`src/sv/obt_pkg.sv`:
```
// ----------------------------------------------------------------------------
// obt_pkg: shared types and constants of the orthonormal basis transform
// Fixed point formats, register indexes and the basis bundle.
// ----------------------------------------------------------------------------
`default_nettype none

package obt_pkg;

  localparam int unsigned AxisW  = 16;  // axis register width
  localparam int unsigned PointW = 16;  // Q8.8 input coordinate
  localparam int unsigned WorldW = 17;  // Q9.8 output coordinate
  localparam int unsigned UnitW  = 16;  // Q1.14 unit component, +/-1.0 inclusive
  localparam int unsigned CfgIdxW = 2;

  localparam logic signed [AxisW-1:0] AxisXReset = 16'sd0;
  localparam logic signed [AxisW-1:0] AxisYReset = 16'sd0;
  localparam logic signed [AxisW-1:0] AxisZReset = 16'sd32767;

  typedef enum logic [CfgIdxW-1:0] {
    CfgAxisX = 2'd0,
    CfgAxisY = 2'd1,
    CfgAxisZ = 2'd2
  } cfg_idx_e;

  // Basis in Q1.14, element 0 is the x component
  typedef struct packed {
    logic                        degenerate;
    logic [2:0][UnitW-1:0]       x;
    logic [2:0][UnitW-1:0]       y;
    logic [2:0][UnitW-1:0]       z;
  } basis_t;

endpackage

`default_nettype wire

```
`src/sv/obt_basis.sv`:
```
// ----------------------------------------------------------------------------
// obt_basis: basis sequencer
// Holds the axis registers and, after reset or a register write, rebuilds
// the Q1.14 basis with one shared 32x32 multiplier and a 16x16 signed one.
// ----------------------------------------------------------------------------
`default_nettype none

module obt_basis (
  input  logic                            clk_i,
  input  logic                            rst_ni,
  input  logic                            cfg_we_i,
  input  logic [obt_pkg::CfgIdxW-1:0]     cfg_idx_i,
  input  logic [obt_pkg::AxisW-1:0]       cfg_data_i,
  output logic                            busy_o,
  output obt_pkg::basis_t                 basis_o
);

  typedef enum logic [13:0] {
    StIdle   = 14'b00000000000001,
    StLoad   = 14'b00000000000010,
    StSqMul  = 14'b00000000000100,
    StSqAcc  = 14'b00000000001000,
    StSqChk  = 14'b00000000010000,
    StMagMul = 14'b00000000100000,
    StMagSav = 14'b00000001000000,
    StDMul   = 14'b00000010000000,
    StDsMul  = 14'b00000100000000,
    StCmp    = 14'b00001000000000,
    StPerp   = 14'b00010000000000,
    StXa     = 14'b00100000000000,
    StXb     = 14'b01000000000000,
    StXc     = 14'b10000000000000
  } state_e;

  function automatic logic [15:0] mag17(logic signed [16:0] v);
    logic signed [16:0] n;
    n = (v < 0) ? -v : v;
    return n[15:0];
  endfunction

  function automatic logic [15:0] abs16(logic signed [15:0] v);
    return (v < 0) ? 16'(-v) : 16'(v);
  endfunction

  function automatic logic [1:0] rot1(logic [1:0] j);
    case (j)
      2'd0:    return 2'd1;
      2'd1:    return 2'd2;
      default: return 2'd0;
    endcase
  endfunction

  function automatic logic [1:0] rot2(logic [1:0] j);
    case (j)
      2'd0:    return 2'd2;
      2'd1:    return 2'd0;
      default: return 2'd1;
    endcase
  endfunction

  state_e state_q;
  logic signed [obt_pkg::AxisW-1:0] axis_q [3];
  logic signed [16:0]  vec_q [3];
  logic signed [15:0]  z_q [3];
  logic signed [15:0]  y_q [3];
  logic signed [15:0]  x_q [3];
  logic                deg_q;
  logic                phase_y_q;   // 0: axis -> Z, 1: perpendicular -> Y
  logic [1:0]          idx_q;
  logic [3:0]          bit_q;
  logic [14:0]         m_q;
  logic [31:0]         ss_q;
  logic [60:0]         rhs_q;
  logic [63:0]         prod_d, prod_q;
  logic [31:0]         mul_a, mul_b;
  logic signed [15:0]  xm_a, xm_b;
  logic signed [31:0]  xprod_d, xprod_q, xp1_q;

  logic [14:0]         t_w;
  logic [15:0]         d_w;
  logic                take_w;
  logic [14:0]         m_new;
  logic [15:0]         u_abs;
  logic [15:0]         u_val;
  logic signed [32:0]  diff_w;
  logic signed [32:0]  rs_w;
  logic signed [15:0]  xt_w;
  logic [1:0]          j1, j2;

  assign t_w    = m_q | (15'd1 << bit_q);
  assign d_w    = {t_w, 1'b0} - 16'd1;
  assign take_w = (t_w <= 15'd16384) && (prod_q <= {3'b000, rhs_q});
  assign m_new  = take_w ? t_w : m_q;
  assign u_abs  = {1'b0, m_new};
  assign u_val  = (vec_q[idx_q] < 0) ? 16'(-u_abs) : u_abs;

  assign j1 = rot1(idx_q);
  assign j2 = rot2(idx_q);

  always_comb begin
    mul_a = '0;
    mul_b = '0;
    case (state_q)
      StSqMul, StMagMul: begin
        mul_a = {16'd0, mag17(vec_q[idx_q])};
        mul_b = {16'd0, mag17(vec_q[idx_q])};
      end
      StDMul: begin
        mul_a = {16'd0, d_w};
        mul_b = {16'd0, d_w};
      end
      StDsMul: begin
        mul_a = {2'b00, prod_q[29:0]};
        mul_b = ss_q;
      end
      default: ;
    endcase
  end

  assign prod_d = mul_a * mul_b;

  always_comb begin
    if (state_q == StXb) begin
      xm_a = y_q[j2];
      xm_b = z_q[j1];
    end else begin
      xm_a = y_q[j1];
      xm_b = z_q[j2];
    end
  end

  assign xprod_d = xm_a * xm_b;

  // round half up to Q1.14 and clamp to +/-1.0
  assign diff_w = 33'(xp1_q) - 33'(xprod_q);
  assign rs_w   = (diff_w + 33'sd8192) >>> 14;
  always_comb begin
    if (rs_w > 33'sd16384) begin
      xt_w = 16'sd16384;
    end else if (rs_w < -33'sd16384) begin
      xt_w = -16'sd16384;
    end else begin
      xt_w = rs_w[15:0];
    end
  end

  always_ff @(posedge clk_i) begin
    prod_q  <= prod_d;
    xprod_q <= xprod_d;
  end

  always_ff @(posedge clk_i or negedge rst_ni) begin
    if (!rst_ni) begin
      state_q   <= StLoad;
      axis_q[0] <= obt_pkg::AxisXReset;
      axis_q[1] <= obt_pkg::AxisYReset;
      axis_q[2] <= obt_pkg::AxisZReset;
      deg_q     <= 1'b0;
      phase_y_q <= 1'b0;
      idx_q     <= '0;
      bit_q     <= '0;
      m_q       <= '0;
      ss_q      <= '0;
    end else if (cfg_we_i && (cfg_idx_i == obt_pkg::CfgAxisX ||
                              cfg_idx_i == obt_pkg::CfgAxisY ||
                              cfg_idx_i == obt_pkg::CfgAxisZ)) begin
      axis_q[cfg_idx_i] <= cfg_data_i;
      state_q           <= StLoad;
    end else begin
      case (state_q)
        StLoad: begin
          for (int i = 0; i < 3; i++) begin
            vec_q[i] <= 17'(axis_q[i]);
          end
          deg_q     <= 1'b0;
          phase_y_q <= 1'b0;
          idx_q     <= '0;
          ss_q      <= '0;
          state_q   <= StSqMul;
        end
        StSqMul: state_q <= StSqAcc;
        StSqAcc: begin
          ss_q <= ss_q + prod_q[31:0];
          if (idx_q == 2'd2) begin
            state_q <= StSqChk;
          end else begin
            idx_q   <= idx_q + 2'd1;
            state_q <= StSqMul;
          end
        end
        StSqChk: begin
          idx_q <= '0;
          if (ss_q != '0) begin
            state_q <= StMagMul;
          end else if (!phase_y_q) begin
            // zero axis: all-zero basis gives a zero result
            deg_q <= 1'b1;
            for (int i = 0; i < 3; i++) begin
              z_q[i] <= '0;
              y_q[i] <= '0;
              x_q[i] <= '0;
            end
            state_q <= StIdle;
          end else begin
            for (int i = 0; i < 3; i++) begin
              y_q[i] <= '0;
            end
            state_q <= StXa;
          end
        end
        StMagMul: state_q <= StMagSav;
        StMagSav: begin
          rhs_q   <= {prod_q[30:0], 30'd0};
          bit_q   <= 4'd14;
          m_q     <= '0;
          state_q <= StDMul;
        end
        StDMul:  state_q <= StDsMul;
        StDsMul: state_q <= StCmp;
        StCmp: begin
          m_q <= m_new;
          if (bit_q == '0) begin
            if (phase_y_q) begin
              y_q[idx_q] <= u_val;
            end else begin
              z_q[idx_q] <= u_val;
            end
            if (idx_q == 2'd2) begin
              idx_q   <= '0;
              state_q <= phase_y_q ? StXa : StPerp;
            end else begin
              idx_q   <= idx_q + 2'd1;
              state_q <= StMagMul;
            end
          end else begin
            bit_q   <= bit_q - 4'd1;
            state_q <= StDMul;
          end
        end
        StPerp: begin
          if (abs16(z_q[0]) > abs16(z_q[2])) begin
            vec_q[0] <= -{z_q[1][15], z_q[1]};
            vec_q[1] <= {z_q[0][15], z_q[0]};
            vec_q[2] <= '0;
          end else begin
            vec_q[0] <= '0;
            vec_q[1] <= -{z_q[2][15], z_q[2]};
            vec_q[2] <= {z_q[1][15], z_q[1]};
          end
          phase_y_q <= 1'b1;
          idx_q     <= '0;
          ss_q      <= '0;
          state_q   <= StSqMul;
        end
        StXa: state_q <= StXb;
        StXb: begin
          xp1_q   <= xprod_q;
          state_q <= StXc;
        end
        StXc: begin
          x_q[idx_q] <= xt_w;
          if (idx_q == 2'd2) begin
            state_q <= StIdle;
          end else begin
            idx_q   <= idx_q + 2'd1;
            state_q <= StXa;
          end
        end
        StIdle: ;
        default: state_q <= StLoad;
      endcase
    end
  end

  assign busy_o = (state_q != StIdle);

  always_comb begin
    basis_o.degenerate = deg_q;
    for (int i = 0; i < 3; i++) begin
      basis_o.x[i] = x_q[i];
      basis_o.y[i] = y_q[i];
      basis_o.z[i] = z_q[i];
    end
  end

endmodule

`default_nettype wire

```
`config.mk`:
```
export PLATFORM = sky130hd
export DESIGN_NAME = obt_basis
export DESIGN_NICKNAME = d
export VERILOG_FILES = /design/src/sv/obt_pkg.sv /design/src/sv/obt_basis.sv
export SDC_FILE = /design/constraint.sdc
export NUM_CORES = 2
export LEC_CHECK = 0
export BUFFER_PORTS_ARGS = -buffer_cell sky130_fd_sc_hd__buf_2
export CAP_MARGIN = 25
export CORE_ASPECT_RATIO = 1.25
export CORE_MARGIN = 2
export CORE_UTILIZATION = 55
export DETAILED_ROUTE_END_ITERATION = 7
export PLACE_DENSITY_LB_ADDON = 0.05
export REMOVE_ABC_BUFFERS = 1
export SYNTH_ARGS = -nofsm -noshare
export SYNTH_HDL_FRONTEND = slang
export SYNTH_SLANG_ARGS = --single-unit
```
`constraint.sdc`:
```
create_clock -name clk_i -period 11.9 [get_ports clk_i]
set_clock_uncertainty 0.2 [all_clocks]
set_input_delay 0 -clock clk_i [delete_from_list [all_inputs] [get_ports clk_i]]
set_output_delay 0 -clock clk_i [all_outputs]
set_load 0.02 [all_outputs]
```
* Word level (Yosys, flattened, before mapping)
Memory sizes are Yosys's and may differ from the RTL's. Index checks and enable logic that the tools add are counted.
Word-level totals: word-level logic and storage cells 204, bits in writable memories 195, bits in registers 276, memories kept 4
Memory list:
- vec_q | depth 3, bits a word 17, read ports 1, clocked after memory_dff 0, write ports 3, RTL line obt_basis.sv:63 | logic signed [16:0] vec_q [3];
- x_q | depth 3, bits a word 16, read ports 3, clocked after memory_dff 0, write ports 3, RTL line obt_basis.sv:66 | logic signed [15:0] x_q [3];
- y_q | depth 3, bits a word 16, read ports 5, clocked after memory_dff 0, write ports 3, RTL line obt_basis.sv:65 | logic signed [15:0] y_q [3];
- z_q | depth 3, bits a word 16, read ports 5, clocked after memory_dff 0, write ports 3, RTL line obt_basis.sv:64 | logic signed [15:0] z_q [3];
Cells by class: $add $sub $neg 12, multipliers 2, bitwise logic cells 12, muxes and demuxes 87, order comparisons 10, reduce and logical (&&, ||, !) cells 37, shift-type cells 1, eq/ne operators 25
Operators by type and width (count):
- $mux W16 | 15
- $pmux W14 S13 | 1
- $mux W17 | 6
- $pmux W32 S3 | 1
- $pmux W30 S3 | 1
- $le A64 B61 Y1 | 1
- $mul A32 B32 Y64 | 1
- $pmux W32 S2 | 1
- $mux W12 | 5
- $bwmux W48 | 1
- $neg A16 Y16 | 3
- $reduce_or A16 Y1 | 3
- $mux W1 | 37
- $neg A17 Y17 | 2
- $add A33 B15 Y33 const B | 1
- $sub A32 B32 Y33 | 1
- $add A32 B32 Y32 | 1
- $demux W16 S2 | 1
- $lt A16 B1 Y1 const B | 2
- $mul A16 B16 Y32 | 1
- $reduce_bool A32 Y1 | 1
- $pmux W15 S2 | 1
- $mux W14 | 2
- $gt A19 B16 Y1 const B | 1
- other kinds (52) | 96

* Logic depth before layout (Yosys ltp)
An unclocked memory read counts as a cell.
depth in word-level cells 11, depth in mapped cells 43, gate-level depth less buffers 38

* Worst setup path before layout
No wires, ideal clock.
path kind reg-to-reg, from register bit_q[0], to register prod_q[60], path buffers 2, stages on the path, launching flop included 37, slack 1.952 ns, data arrival time 9.676 ns, library setup time 0.072 ns, period minus slack after synthesis 9.948 ns, data required time 11.628 ns, cells stage by stage dfrtp_1 inv_1 ha_1 or3_1 o311ai_1 nand3_1 nor2_1 mux2_2 a222oi_1 o22ai_1 a21oi_1 buf_2 nor2_1 fa_1 inv_1 fa_1 fa_1 inv_1 fa_1 fa_1 fa_1 fa_1 inv_1 fa_1 inv_1 ha_1 clkbuf_1 a21o_1 nor2_1 o2bb2ai_1 o2bb2ai_1 a211o_1 a21boi_1 o21ai_1 nand4_1 o31ai_1 xor2_1
Between the ends: longest elaborated chain between the ends 5
Ends and longest elaborated chain:
- start: declaration | RTL line obt_basis.sv:70 | logic [3:0] bit_q;
- start signal: assignment | RTL line obt_basis.sv:236 | bit_q <= bit_q - 4'd1;
- $shl A1 B4 Y15 * | RTL line obt_basis.sv:90 | assign t_w = m_q | (15'd1 << bit_q);
- $or A15 B15 Y15 * | RTL line obt_basis.sv:90
- $sub A16 B1 Y16 * | RTL line obt_basis.sv:91 | assign d_w = {t_w, 1'b0} - 16'd1;
- $pmux W30 S3 or $pmux W32 S3 (tied branches) | RTL line obt_basis.sv:103 | case (state_q)
- $mul A32 B32 Y64 * | RTL line obt_basis.sv:120 | assign prod_d = mul_a * mul_b;
- net prod_d[60] | RTL line obt_basis.sv:74 | logic [63:0] prod_d, prod_q;
- end signal: assignment | RTL line obt_basis.sv:148 | prod_q <= prod_d;
- end: declaration | RTL line obt_basis.sv:74
Mark *: on every way through the listed nets, which the timed path passes. The rest lies on a longest branch. A chain may end at the register's enable or synchronous reset.

* Final worst setup path
from register bit_q[1], to register prod_q[60]
The elaborated chain is that of the path after synthesis.

==> results.cfg <==
[routing]
drtIter0Drc = 4056
drc = 0
wl_per_cell_um = 24.9
drt-total-wl_mm = 224
vias = 52615
avgViaCountPerCell = 5.85
dr.pass1.iters = 6
ant_nets = 0

[yosys]
synth_compound_area_frac = 0.0796
ys_ff_latch = 502
synth-async-reset-ratio = 0.233
yosysTopAreaCellShare = 0.328
syn_avg_cell_area_sq_um = 9.29
synthFlopType = edfxtp_1
synth_top_family_by_area = adder cells
synth_edf_count = 289
synth_top_cell_by_area = fa_1
postSynthCellCount = 7240
synth-simple-area-share = 0.145
ys_types = 96
yosys_warnings = 0
synth-xor-area-share = 0.0293
syn-cell-area_sq_um = 67300
yosys-top-cells-area = fa_1 33%, edfxtp_1 13%, ha_1 9.3%
seq_area_frac_synth = 0.201
synthAdderAreaFrac = 0.420
synthMuxAreaShare = 0.0304

[critical_path]
slowest_delay_ns = 0.59
critPathSlowestCell = o2bb2ai_1
cp.required_ns = 12.27
critPathLaunchType = flop
path_buf_inv = 6
path_common_cell = fa_1
cp.arrival_ns = 11.87
crit_family = adder cells
crit_fanout = 18
setup.worst_path.class = reg -> reg
end_kind = flop

[placement]
port_buffers = 166
dp.cells = 8857
gp_congestion = 0.954
dp_hpwl_mm = 178

[clocking]
cts_tree = built
cts-root-buf = clkbuf_16
cts.sinks = 502
clock_latency_ns = 0.66
htreeDepth = 2
numCtsBuffers = 51
clockBufferDepth = 3
post_cts_buffers = 0
path_clk_slew_ns = 0.07

[layout]
final_core_util = 0.598
post_layout_nonfiller_instances = 8999
drive_gt1_frac = 0.0832
nNetsFinal = 8978
syn2layout_area_growth_pct = 7.99

[global_routing]
grt_pass1_wl_mm = 342
grt_pass1_vias = 55901
grt_max_degree = 144
antenna_found_initial = 4
grt_overflow_total = 0
track_usage = 0.368

[die]
die_w_um = 317
core_area_sq_um = 121000
die_h_um = 395
pin_count = 167
fp.dieArea_sq_um = 125000
rows = 143
initial_core_util = 0.554

[timing]
fin_crit_sh = 0.966
worstMarginPinSlew_ns = 1.11
finalHoldViolations = 0
fmax_ghz = 0.0870
period_needed_ns = 11.50
whs_ns = 0.0307
slew_violations = 0
finalSetupTns_ns = 0
finalSetupViolations = 0
slew_headroom = 0.258

[worst_hold_path]
hold_class = in -> reg

[job]
maxCapViolCount = 0

[run_status]
status = completed
placed cells by master, fill, tap and decap left out, drive strengths merged, types with 25 or more instances in the layout:
cell,synthesis,final
a21o,122,122
fa,1101,1101
xnor2,133,133
a21oi,255,255
nand2b,26,26
nor2,738,738
inv,1351,1356
nor2b,26,26
edfxtp,289,289
or3,37,37
buf,48,347
a211oi,31,31
nand3,65,65
dfxtp,96,96
and3,111,111
a31oi,31,31
nand4,44,44
and2,77,77
clkbuf,272,57
dlygate4sd3,0,38
mux2i,81,81
xor2,92,92
o21ai,178,178
nor4,25,25
nand2,970,970
ha,498,498
mux2,77,77
dfrtp,101,101
nor3,43,43
layout make-up:
cell class	count	area, sq um
tap	1595	2000
sequential	502	13500
antenna	3	7.51
clock buffer	57	1330
clock inverter	39	509
inverter	1352	5070
timing repair buffer	385	2670
multi-input combinational	5066	47500
fill	10864	48800
state kept, by name (all words and copies together) (netlist names):
name	count
x_q	48
m_q	15
axis_q	48
state_q	14
phase_y_q	1
vec_q	50
ss_q	32
prod_q	64
deg_q	1
idx_q	2
y_q	64
rhs_q	31
bit_q	4
z_q	64
xprod_q	32
xp1_q	32
worst paths after layout:
check / from / endpoint / slack [ns] / cells past startpoint
setup reg to reg: bit_q[1] / prod_q[60] / 0.40 / 35
hold reg to reg: xprod_q[20] / xp1_q[20] / 0.22 / 0
min in group asynchronous: rst_ni / m_q[0] / 0.05 / 3
setup / recovery: bit_q[1] / prod_q[60] / 0.40 / 35
max in group asynchronous: rst_ni / axis_q[4] / 9.92 / 4
hold / removal: cfg_data_i[6] / axis_q[22] / 0.03 / 3
Yosys cell counts (17+ instances only):
| cell | count |
|---|---|
| a211oi_1 | 30 |
| a21o_1 | 122 |
| a21oi_1 | 254 |
| a31oi_1 | 31 |
| and2_1 | 69 |
| and3_1 | 111 |
| buf_1 | 17 |
| buf_2 | 29 |
| clkbuf_1 | 268 |
| dfrtp_1 | 101 |
| dfxtp_1 | 96 |
| edfxtp_1 | 289 |
| fa_1 | 1101 |
| ha_1 | 498 |
| inv_1 | 1351 |
| mux2_2 | 77 |
| mux2i_1 | 81 |
| nand2_1 | 969 |
| nand2b_1 | 26 |
| nand3_1 | 65 |
| nand4_1 | 44 |
| nor2_1 | 738 |
| nor2b_1 | 26 |
| nor3_1 | 41 |
| nor4_1 | 24 |
| o21a_1 | 23 |
| o21ai_0 | 164 |
| o21bai_1 | 21 |
| o31ai_1 | 24 |
| or3_1 | 26 |
| xnor2_1 | 133 |
| xor2_1 | 92 |
repair_timing:
item                       4_1_cts  5_1_grt
hold buffers                    38        0
gates resized for setup          0        2
hold endpoints to repair       167        0
setup endpoints to repair        0       11
cell families (layout without fill, tap and decap cells):
logic type | count (synthesis) | in the layout
xor gates and xnor gates | 225 | 225
and+or+nand+nor | 2230 | 2230
adders and majority gates | 1599 | 1599
other | 0 | 3
buffers and inverters | 1672 | 1833
AOI/OAI and AO/OA | 838 | 838
DFF | 502 | 502
muxes | 174 | 174
through the flow:
stage / instance area [sq um] / setup slack, ns
detailed placement: 70300 / 0.546
floorplan: 66000 / -2.49
finish: 72600 / 0.400
global placement: 70200 / 0.756
CTS: 72600 / 0.471
global route: 72600 / -0.0210
worst register-to-register path, delay by kind of cell (launching register included):
kind,cells,cell delay (ns)
multiplexers,1,0.36
AO/OA/AOI/OAI,11,3.43
buffers and inverters,6,0.78
AND/OR/NAND/NOR,6,1.23
flip-flops,1,0.43
XOR/XNOR,1,0.16
adder cells (fa/ha/maj),10,4.83
layer usage:
layer  track usage  share of wire  vias to the layer above
met5             0        0.00021                        -
met4         0.212          0.073                        4
met3        0.0526          0.070                      684
met2         0.632           0.49                     2277
met1         0.438           0.36                    26564
li1              -              -                    23086
Power is left out: the tool's default activity adds up to more than one toggle a clock period on the data nets, which glitch-free logic cannot reach.
